===== config.mk =====
export PLATFORM = sky130hd
export DESIGN_NAME = mec_queue
export DESIGN_NICKNAME = d
export VERILOG_FILES = /design/src/rtl/mec_pkg.sv /design/src/rtl/mec_queue.sv
export SDC_FILE = /design/constraint.sdc
export NUM_CORES = 1
export LEC_CHECK = 0
export ABC_AREA = 0
export BUFFER_PORTS_ARGS = -buffer_cell sky130_fd_sc_hd__buf_4
export CAP_MARGIN = 30
export CORE_ASPECT_RATIO = 1.25
export CORE_MARGIN = 3
export CORE_UTILIZATION = 35
export CTS_BUF_LIST = sky130_fd_sc_hd__clkbuf_4
export CTS_CLUSTER_DIAMETER = 30
export DETAILED_ROUTE_END_ITERATION = 8
export PLACE_DENSITY = 0.55
export SLEW_MARGIN = 20
export SYNTH_ARGS = -nofsm -noshare
export SYNTH_HDL_FRONTEND = slang
export SYNTH_SLANG_ARGS = --single-unit
export TNS_END_PERCENT = 100

===== constraint.sdc =====
create_clock -name i_clk -period 6.9 [get_ports i_clk]
set_clock_uncertainty 0.2 [all_clocks]
set_input_delay 0.69 -clock i_clk [delete_from_list [all_inputs] [get_ports i_clk]]
set_output_delay 0.69 -clock i_clk [all_outputs]
set_load 0.02 [all_outputs]

===== src/rtl/mec_pkg.sv =====
// shared types and constants for the mandelbrot escape count core
package mec_pkg;

    // fixed field widths
    localparam int COUNT_BITS = 16;
    localparam int INDEX_BITS = 12;
    localparam int COORD_BITS = 32;

    // config register indexes
    typedef enum logic [2:0] {
        CFG_MAX_ITER = 3'd0,
        CFG_LEFT     = 3'd1,
        CFG_BOTTOM   = 3'd2,
        CFG_COL_STEP = 3'd3,
        CFG_ROW_STEP = 3'd4
    } t_cfg_index;

    // one pixel request
    typedef struct packed {
        logic [INDEX_BITS-1:0] pixel_column;
        logic [INDEX_BITS-1:0] pixel_row;
    } t_in_beat;

    // one pixel result
    typedef struct packed {
        logic [COUNT_BITS-1:0] escape_count;
        logic [INDEX_BITS-1:0] result_column;
        logic [INDEX_BITS-1:0] result_row;
    } t_out_beat;

    // job handed from the front end to the iteration engine
    typedef struct packed {
        logic [INDEX_BITS-1:0]        col;
        logic [INDEX_BITS-1:0]        row;
        logic signed [COORD_BITS-1:0] cr;
        logic signed [COORD_BITS-1:0] ci;
    } t_job;

endpackage


===== src/rtl/mec_queue.sv =====
// two-entry job queue between the front end and the iteration engine
module mec_queue (
    input  logic          i_clk,
    input  logic          i_rst_n,
    input  logic          i_push,
    input  mec_pkg::t_job i_push_job,
    output logic          o_ready,
    input  logic          i_pop,
    output logic          o_valid,
    output mec_pkg::t_job o_job
);

    localparam int DEPTH  = 2;
    localparam int PTR_W  = $clog2(DEPTH);
    localparam int FILL_W = $clog2(DEPTH + 1);

    mec_pkg::t_job     r_slot [DEPTH];
    logic [PTR_W-1:0]  r_wr_ptr;
    logic [PTR_W-1:0]  r_rd_ptr;
    logic [FILL_W-1:0] r_fill;

    assign o_ready = (r_fill != FILL_W'(DEPTH));
    assign o_valid = (r_fill != '0);
    assign o_job   = r_slot[r_rd_ptr];

    // pointers and fill level
    always_ff @(posedge i_clk) begin
        if (!i_rst_n) begin
            r_wr_ptr <= '0;
            r_rd_ptr <= '0;
            r_fill   <= '0;
        end else begin
            if (i_push) begin
                r_wr_ptr <= r_wr_ptr + PTR_W'(1);
            end
            if (i_pop) begin
                r_rd_ptr <= r_rd_ptr + PTR_W'(1);
            end
            if (i_push && !i_pop) begin
                r_fill <= r_fill + FILL_W'(1);
            end else if (i_pop && !i_push) begin
                r_fill <= r_fill - FILL_W'(1);
            end
        end
    end

    // slot storage
    always_ff @(posedge i_clk) begin
        if (i_push) begin
            r_slot[r_wr_ptr] <= i_push_job;
        end
    end

endmodule


==> summary.txt <==
Timing
  • Final Hold Fails: 0
  • Period utilization: 50.7%
  • Fmax: 286 MHz
  • Final Max Tran Viols: 0
  • Post-layout min period: 3.50 ns
  • Slew margin rel.: 49.2%
  • Total negative slack: 0 ns
  • Worst slew pin tran: 0.762 ns
  • RSZ-0062 raised after global routing: false
  • Setup Viol. Count Final: 0
  • Worst hold slack: 0.121 ns

Yosys
  • Synth top area cells: edfxtp_1, mux2_2, mux2_4
  • Yosys warning count: 0
  • Mean Syn Cell Area: 22.4 sq um
  • Flops & latches, synth: 181
  • Count of cell types in the netlist: 18
  • Synth top cells by count: edfxtp_1, mux2_2, mux2_4, buf_2, dfxtp_1
  • Syn Nets: 389
  • Area share of the leading cell type in the synthesized netlist: 79.5%
  • Synth async-reset ratio: 0%
  • Most numerous cell in the Yosys netlist: edfxtp_1
  • Ys flop type: edfxtp_1
  • Post-synthesis sequential area ratio: 81.0%
  • Largest area contributor in the netlist: edfxtp_1
  • Post-synth EDFFs: 176
  • Cells after Synth: 296
  • Cell Area, Synth: 6650 sq um

Routing
  • Final wirelength: 12500 microns
  • Met2 wire length: 6280 microns
  • Routed met1 length: 5010 microns
  • Initial DRC Count: 172
  • Remaining DRCs: 0
  • Met3 wire length: 1000 microns
  • Post-route ant nets: 0
  • Vias: 3326
  • Routed length per instance: 17.1 microns
  • Via density: 4.54
  • DRT Pass-1 Iters: 4
  • Top sig layer: met5

Clocking
  • Clock Latency Late Sink: 0.53 ns
  • Cts bufs inserted: 17
  • Reg clk slew, reported paths: 0.15 ns
  • CTS tree: yes
  • Root buf cell: clkbuf_4
  • Hold buffers post-CTS: 0
  • PostCTS Resize Cnt: 0
  • CTS sink count: 181
  • # Post-CTS Setup Buffers: 0
  • Max clock buf depth: 2
  • H-tree depth: 4

Critical path
  • Critical Path RT: 6.01 ns
  • Nature of the critical path endpoint: output pin
  • Critical R2R Launch: r_wr_ptr
  • Startpoint types: flop
  • Kind of critical path: reg -> out
  • Worst-path fanout max: 46
  • Critical Path AT: 2.61 ns

Power and ir drop
  • Clk network pwr share: 24.8%
  • Sequential share of power: 59.8%
  • Leakage dissipation: 0.00319 uW
  • Switching power: 539 uW
  • Switch share: 24.9%
  • Pwr Density: 254 nW/um^2
  • Design Power: 2160 uW
  • Peak supply drop: 0.107 mV
  • Int Pwr: 1620 uW
  • Combinational share of power: 15.4%

GRT
  • Gr ovfl total: 0
  • Vias in the first global route: 3562
  • Total track usage: 12.2%
  • Antenna violations before repair: 2
  • Largest net degree at the start of global routing: 52
  • First-pass GRT wire length: 19000 microns

Floorplanning
  • Die Wd: 129 microns
  • Num rows: 55
  • CORE AREA: 18400 sq um
  • Die area: 20700 sq um
  • Starting Density: 36.2%
  • I/O Pins: 182
  • Die Y: 160 microns

Run
  • Max cap viols: 0

Worst hold path
  • Hold_sp: i_push_job[68]
  • HP Class: in -> reg

Status
  • Status: finished clean

Placement
  • DP HPWL: 8250 microns
  • IO buf count: 181
  • Placer Congestion: 0.671

Final layout
  • Share of layout cells above drive strength 1: 60.8%
  • Fillers: 1608
  • # nets final: 583
  • P&R area growth vs syn: 28.2%
==> critical path, cell delays in order, from the launching register on <==
cell     delay (ns)
dfxtp_4        0.79
buf_4          0.67
mux2_2         0.42
buf_4          0.16
==> area by class of cell <==
type / instances / area (sq um) / share of cell area (%)
flip-flops and latches: 181 / 5390 / 63.2
repair buffers: 185 / 1400 / 16.4
multi-input cells: 104 / 1190 / 14.0
well taps: 228 / 285 / 3.35
clock buffers: 19 / 143 / 1.67
clock inverters: 13 / 106 / 1.25
inverters: 1 / 3.75 / 0.0440
diodes: 1 / 2.50 / 0.0294
==> sequential cells by signal (all words and copies together), names as in the netlist, named ones only <==
name and cells:
r_fill 2, r_wr_ptr 1, r_rd_ptr 1, r_slot 176
==> cell families after synthesis <==
group	Yosys count	synth area share, %
and+or+nand+nor	9	0.847
AOI/OAI and AO/OA	3	0.301
buffers and inverters	11	1.19
muxes	88	16.0
adders and majority gates	1	0.188
xor gates and xnor gates	3	0.395
DFF	181	81.0
==> per-layer routing <==
layer | vias to the layer above | track usage [%]
met4 | 2 | 4.92
li1 | 1562 | -
met3 | 14 | 5.35
met1 | 1622 | 14.4
met5 | - | 0
met2 | 126 | 19.5
==> placed cells by master (no fill, tap or decap), drive strengths merged <==
cell / n
a21boi: 1
and2: 4
buf: 185
bufinv: 1
clkbuf: 19
clkinv: 6
clkinvlp: 2
dfxtp: 5
diode: 1
edfxtp: 176
ha: 1
inv: 5
mux2: 88
nand2b: 1
nor2b: 2
o21a: 1
o21ai: 1
or2: 1
or3: 1
xnor2: 1
xor2: 2
==> stage by stage <==
step | worst slack (ns) | instance area (sq um) | utilization [%] | std cells
after floorplan | 1.59 | 6650 | - | 296
after global placement | 3.81 | 8250 | 44.9 | 698
after detailed placement | 3.89 | 8270 | 45.0 | 699
after CTS | 3.23 | 8520 | 46.4 | 731
after global routing | 3.16 | 8520 | 46.4 | 732
final | 3.40 | 8520 | 46.4 | 732
==> power groups by stage <==
stage / Sequential [uW] / Combinational, uW / Clock, uW
final: 1290 / 333 / 536
after global routing: 1300 / 355 / 615
after CTS: 1290 / 340 / 564
after detailed placement: 1320 / 339 / 0
after global placement: 1320 / 335 / 0
after floorplan: 1310 / 196 / 0
==> final timing paths <==
path,endpoint,slack (ns),cells after the start
worst max-delay path,o_job[24],3.40,3
worst min-delay path,r_slot[1][68],0.12,1
worst max register to register,r_slot[0][82],4.65,3
worst min register to register,r_fill[1],0.32,2
(Power assumes the default switching activity.)
