[src/rtl/mec_pkg.sv]
// shared types and constants for the mandelbrot escape count core
package mec_pkg;

    // fixed field widths
    localparam int COUNT_BITS = 16;
    localparam int INDEX_BITS = 12;
    localparam int COORD_BITS = 32;

    // config register indexes
    typedef enum logic [2:0] {
        CFG_MAX_ITER = 3'd0,
        CFG_LEFT     = 3'd1,
        CFG_BOTTOM   = 3'd2,
        CFG_COL_STEP = 3'd3,
        CFG_ROW_STEP = 3'd4
    } t_cfg_index;

    // one pixel request
    typedef struct packed {
        logic [INDEX_BITS-1:0] pixel_column;
        logic [INDEX_BITS-1:0] pixel_row;
    } t_in_beat;

    // one pixel result
    typedef struct packed {
        logic [COUNT_BITS-1:0] escape_count;
        logic [INDEX_BITS-1:0] result_column;
        logic [INDEX_BITS-1:0] result_row;
    } t_out_beat;

    // job handed from the front end to the iteration engine
    typedef struct packed {
        logic [INDEX_BITS-1:0]        col;
        logic [INDEX_BITS-1:0]        row;
        logic signed [COORD_BITS-1:0] cr;
        logic signed [COORD_BITS-1:0] ci;
    } t_job;

endpackage

[src/rtl/mec_front.sv]
// front end: takes pixel beats and forms the point c in fixed point
module mec_front (
    input  logic                                    i_clk,
    input  logic                                    i_rst_n,
    input  logic                                    i_start,
    input  mec_pkg::t_in_beat                       i_beat,
    output logic                                    o_busy,
    input  logic signed [mec_pkg::COORD_BITS-1:0]   i_left,
    input  logic signed [mec_pkg::COORD_BITS-1:0]   i_bottom,
    input  logic signed [mec_pkg::COORD_BITS-1:0]   i_col_step,
    input  logic signed [mec_pkg::COORD_BITS-1:0]   i_row_step,
    output logic                                    o_job_valid,
    output mec_pkg::t_job                           o_job,
    input  logic                                    i_job_ready
);

    localparam int IDX_S_W = mec_pkg::INDEX_BITS + 1;
    localparam int PROD_W  = IDX_S_W + mec_pkg::COORD_BITS;
    localparam int SUM_W   = PROD_W + 1;

    // saturate a wide coordinate to the signed 32-bit range
    function automatic logic signed [mec_pkg::COORD_BITS-1:0] sat_coord(
        input logic signed [SUM_W-1:0] v
    );
        logic signed [mec_pkg::COORD_BITS-1:0] r;
        if (v[SUM_W-1:mec_pkg::COORD_BITS-1] != {(SUM_W-mec_pkg::COORD_BITS+1){v[SUM_W-1]}})
        begin
            r = v[SUM_W-1] ? {1'b1, {(mec_pkg::COORD_BITS-1){1'b0}}}
                           : {1'b0, {(mec_pkg::COORD_BITS-1){1'b1}}};
        end else begin
            r = v[mec_pkg::COORD_BITS-1:0];
        end
        return r;
    endfunction

    logic                          r_valid;
    mec_pkg::t_job                 r_job;
    logic                          w_accept;
    logic                          w_push;
    logic signed [IDX_S_W-1:0]     w_col_s;
    logic signed [IDX_S_W-1:0]     w_row_s;
    logic signed [PROD_W-1:0]      w_col_prod;
    logic signed [PROD_W-1:0]      w_row_prod;
    logic signed [SUM_W-1:0]       w_re_sum;
    logic signed [SUM_W-1:0]       w_im_sum;

    // handshake: stage holds one beat until the queue takes it
    assign w_push      = r_valid & i_job_ready;
    assign o_busy      = r_valid & ~i_job_ready;
    assign w_accept    = i_start & ~o_busy;
    assign o_job_valid = r_valid;
    assign o_job       = r_job;

    // c = edge + index * step, one multiply per axis
    assign w_col_s    = $signed({1'b0, i_beat.pixel_column});
    assign w_row_s    = $signed({1'b0, i_beat.pixel_row});
    assign w_col_prod = w_col_s * i_col_step;
    assign w_row_prod = w_row_s * i_row_step;
    assign w_re_sum   = $signed({w_col_prod[PROD_W-1], w_col_prod})
                      + $signed({{(SUM_W-mec_pkg::COORD_BITS){i_left[mec_pkg::COORD_BITS-1]}},
                                 i_left});
    assign w_im_sum   = $signed({w_row_prod[PROD_W-1], w_row_prod})
                      + $signed({{(SUM_W-mec_pkg::COORD_BITS){i_bottom[mec_pkg::COORD_BITS-1]}},
                                 i_bottom});

    // stage valid
    always_ff @(posedge i_clk) begin
        if (!i_rst_n) begin
            r_valid <= 1'b0;
        end else if (w_accept) begin
            r_valid <= 1'b1;
        end else if (w_push) begin
            r_valid <= 1'b0;
        end
    end

    // stage payload
    always_ff @(posedge i_clk) begin
        if (w_accept) begin
            r_job.col <= i_beat.pixel_column;
            r_job.row <= i_beat.pixel_row;
            r_job.cr  <= sat_coord(w_re_sum);
            r_job.ci  <= sat_coord(w_im_sum);
        end
    end

endmodule

[config.mk]
export PLATFORM = sky130hd
export DESIGN_NAME = mec_front
export DESIGN_NICKNAME = d
export VERILOG_FILES = /design/src/rtl/mec_pkg.sv /design/src/rtl/mec_front.sv
export SDC_FILE = /design/constraint.sdc
export NUM_CORES = 2
export LEC_CHECK = 0
export BUFFER_PORTS_ARGS = -buffer_cell sky130_fd_sc_hd__buf_2
export CAP_MARGIN = 10
export CORE_UTILIZATION = 58
export CTS_BUF_LIST = sky130_fd_sc_hd__clkbuf_4 sky130_fd_sc_hd__clkbuf_8 sky130_fd_sc_hd__clkbuf_16
export DETAILED_ROUTE_END_ITERATION = 10
export PLACE_DENSITY = 0.85
export SETUP_SLACK_MARGIN = 0.5
export SLEW_MARGIN = 20
export SYNTH_ARGS = -nofsm -noshare
export SYNTH_HDL_FRONTEND = slang
export SYNTH_SLANG_ARGS = --single-unit
[constraint.sdc]
create_clock -name i_clk -period 25.2 [get_ports i_clk]
set_clock_uncertainty 0.2 [all_clocks]
set_input_delay 6.3 -clock i_clk [delete_from_list [all_inputs] [get_ports i_clk]]
set_output_delay 6.3 -clock i_clk [all_outputs]
set_load 0.005 [all_outputs]
==> impl_metrics.ini <==
[sta]
fmax_ghz = 0.0677
setup-tns-final_ps = 0
worst_pin_slew_ps = 1030
finalHoldViolCount = 0
fin_crit_sh_pct = 58.7
period_minus_slack_ps = 14780
rsz0062_at_grt = no
relSlewSlack_pct = 31.2
drv_slew = 0
setup_viol = 0

[worst_setup_path]
critical_path_class = in2reg
r2r-start = o_job_valid
cp-start-kind = primary input
cp-endpoint = o_job[17]
worst_path_max_delay_cell = fa_1
critPathMostFrequentCell = fa_1
critPathMaxStageDelay_ps = 810
cp.buffers_inverters = 6
startpoint = i_beat[2]
cp_max_fo = 36
critical_path_depth = 24
r2r_setup_slack_ps = 22600
cp-end-kind = flop
cp_data_required_time_ps = 25070
cp_cell_sequence = buf_2 -> and2_1 -> inv_1 -> fa_1 -> fa_1 -> inv_1 -> fa_1 -> fa_1 -> fa_1 -> inv_1 -> fa_1 -> inv_1 -> ha_1 -> a21oi_1 -> o21a_1 -> o21ai_1 -> nor3_4 -> o21ai_2 -> xnor2_4 -> nand3_1 -> or4_1 -> a2111oi_4 -> buf_4 -> mux2i_1
ff2ff_path_depth = 3
regToRegEndpoint = o_job[65]
cp_top_family = adder cells
crit_arrival_ps = 14650

[yosys]
postSynthAreaPerCell_um2 = 9.04
yosys_warnings = 0
yosysSeqAreaShare_pct = 8.01
synth_top_area_share_pct = 46.0
synth_top_area_cell = fa_1
netlist_instances = 3677
synth_edf_count = 88
synth_fp_nets = 4811
synth_area_mm2 = 0.0332
synth_cell_types = 73
synth_ff_type = edfxtp_1
synthArstFlopShare_pct = 0
synth_area_leaders = fa_1, inv_1, ha_1, edfxtp_1, and2_1
ys_ff_latch = 89

[clock_network]
cts_tree = done
cts_buffers = 9
clockBufferDepth = 2
ctsHtreeMaxLevel = 3
cts.clk_slew.worst_paths_ps = 70
post_cts_buffers = 0
clkLatencyLatePin_ps = 380
cts.sinks = 89
cts_hold_buf = 0
cts_root_buf = clkbuf_16
cts_resized = 0

[final_layout]
area.growth.synth_to_final_pct = 5.44
fin_nets = 4893
drive_above_1_share_pct = 7.52
fin_util_pct = 62.1
n_fill_cell = 4531
multi_input_area_mm2 = 0.0264
seqCellArea_mm2 = 0.00266
final_area_mm2 = 0.0351

[global_routing]
grt_remaining_overflow = 0
grt_pass1_vias = 26994
grt_pass1_wl_um = 141000
antenna_found_initial = 8
grt_util_all_layers_pct = 31.7
grt_max_degree = 65

[detailed_routing]
via_per_inst = 5.68
wl_met3_um = 10000
routed.top_layer = met5
wl_per_cell_um = 19.5
first_pass_iters = 6
drt_iter0_markers = 1993
drc_errors = 0
wl_um = 88500
vias = 25722
ant_nets = 0
wl_met1_um = 33700
wl_met2_um = 40800

[die]
die_w_um = 241
fp.dieH_um = 241
num_rows = 87
core_mm2 = 0.0565
ios = 246
dieArea_mm2 = 0.0583
start_util_pct = 58.9

[placement]
numPortBuffers = 245
placed_cell_area_mm2 = 0.0348
gp_congestion = 0.985
dp_hpwl_um = 72400

[run_status]
outcome = complete, no violations

[min_path]
min_path_type = reg2reg

[run]
maxCapViolations = 0
==> synth_stat cells, types with 5 or more instances <==
cell         n
a2111oi_0    5
a211oi_1    13
a21o_1      17
a21oi_1    112
a221o_1      5
a31oi_1      8
and2_1     351
and3_1       9
and4_1       5
buf_2       11
clkbuf_1   162
edfxtp_1    88
fa_1       764
ha_1       214
inv_1      922
mux2i_1     33
nand2_1    516
nand2b_1     6
nand3_1     24
nand4_1     23
nor2_1      55
nor2b_1     10
nor3_1      23
nor4_1       5
o211ai_1     7
o21a_1      14
o21ai_0     58
o21ai_1     33
o21bai_1    12
o31ai_1      5
xnor2_1     49
xor2_1      44
==> cell type report <==
cell class | instances | share of cell area [%]
Clock inverter | 6 | 0.143
Inverter | 922 | 9.87
Antenna cell | 7 | 0.0500
Clock buffer | 10 | 0.664
Sequential cell | 89 | 7.59
Multi-Input combinational cell | 2490 | 75.4
Timing Repair Buffer | 247 | 3.54
Tap cell | 756 | 2.70
==> tightest hold or removal path: stages, from the launching register on <==
cell     delay (ps)
dfxtp_1         310
nor2b_1         170
o21a_1          170
==> how the worst min path moves through the flow <==
stage	startpoint	endpoint	slack (ps)	cells past startpoint
after floorplan	o_job_valid	o_job_valid	450	2
after global placement	o_job_valid	o_job_valid	480	2
after detailed placement	o_job_valid	o_job_valid	480	2
after CTS	o_job_valid	o_job_valid	490	2
after global routing	o_job_valid	o_job_valid	520	2
final	o_job_valid	o_job_valid	490	2
==> state kept, by name, indices dropped and copies added (netlist names) <==
name	cells
o_job	88
o_job_valid	1
==> metrics by stage <==
step,std cells,setup WS (ps),hold slack (ps)
after global routing,4525,10050,517
after CTS,4520,10480,488
after floorplan,3677,11730,455
after global placement,4504,10250,476
after detailed placement,4504,10120,477
final,4527,10420,485
==> cells in the final DEF (no fill, tap or decap), types with 4 or more instances in the layout <==
master / n
o221ai_1: 4
nor3_1: 23
edfxtp_1: 88
a31oi_1: 8
diode_2: 7
o21bai_1: 12
o21ai_1: 32
nand2b_1: 6
buf_2: 245
nor2_1: 55
ha_1: 214
a221oi_1: 4
a21o_1: 17
a21oi_1: 112
and3_1: 9
xnor2_1: 49
a211o_1: 4
inv_1: 922
nor4_1: 5
mux2i_1: 33
o31ai_1: 5
and2_1: 351
and4_1: 5
a2111oi_0: 5
o21a_1: 14
clkbuf_16: 9
nand3_1: 24
nor2b_1: 9
a22oi_1: 4
a221o_1: 5
nand4_1: 23
a211oi_1: 13
or3_1: 4
fa_1: 764
o21ai_0: 58
o211ai_1: 7
nand2_1: 516
xor2_1: 44
==> layer usage <==
metal,up-vias,global-route usage (%)
li1,11105,-
met1,12753,42.2
met4,4,13.7
met3,266,7.87
met2,1594,49.3
met5,-,0
==> logic make-up after synthesis <==
logic type | count (synthesis) | synth area share (%)
mux | 34 | 1.03
simple gates | 1047 | 15.4
flops | 89 | 8.01
buf+inv | 1098 | 12.5
fa+ha+maj | 978 | 54.1
xor+xnor | 94 | 2.53
compound gates | 337 | 6.43
Power is not shown: default switching activity piles up to over one toggle a cycle in this logic, so the estimate is an artifact.
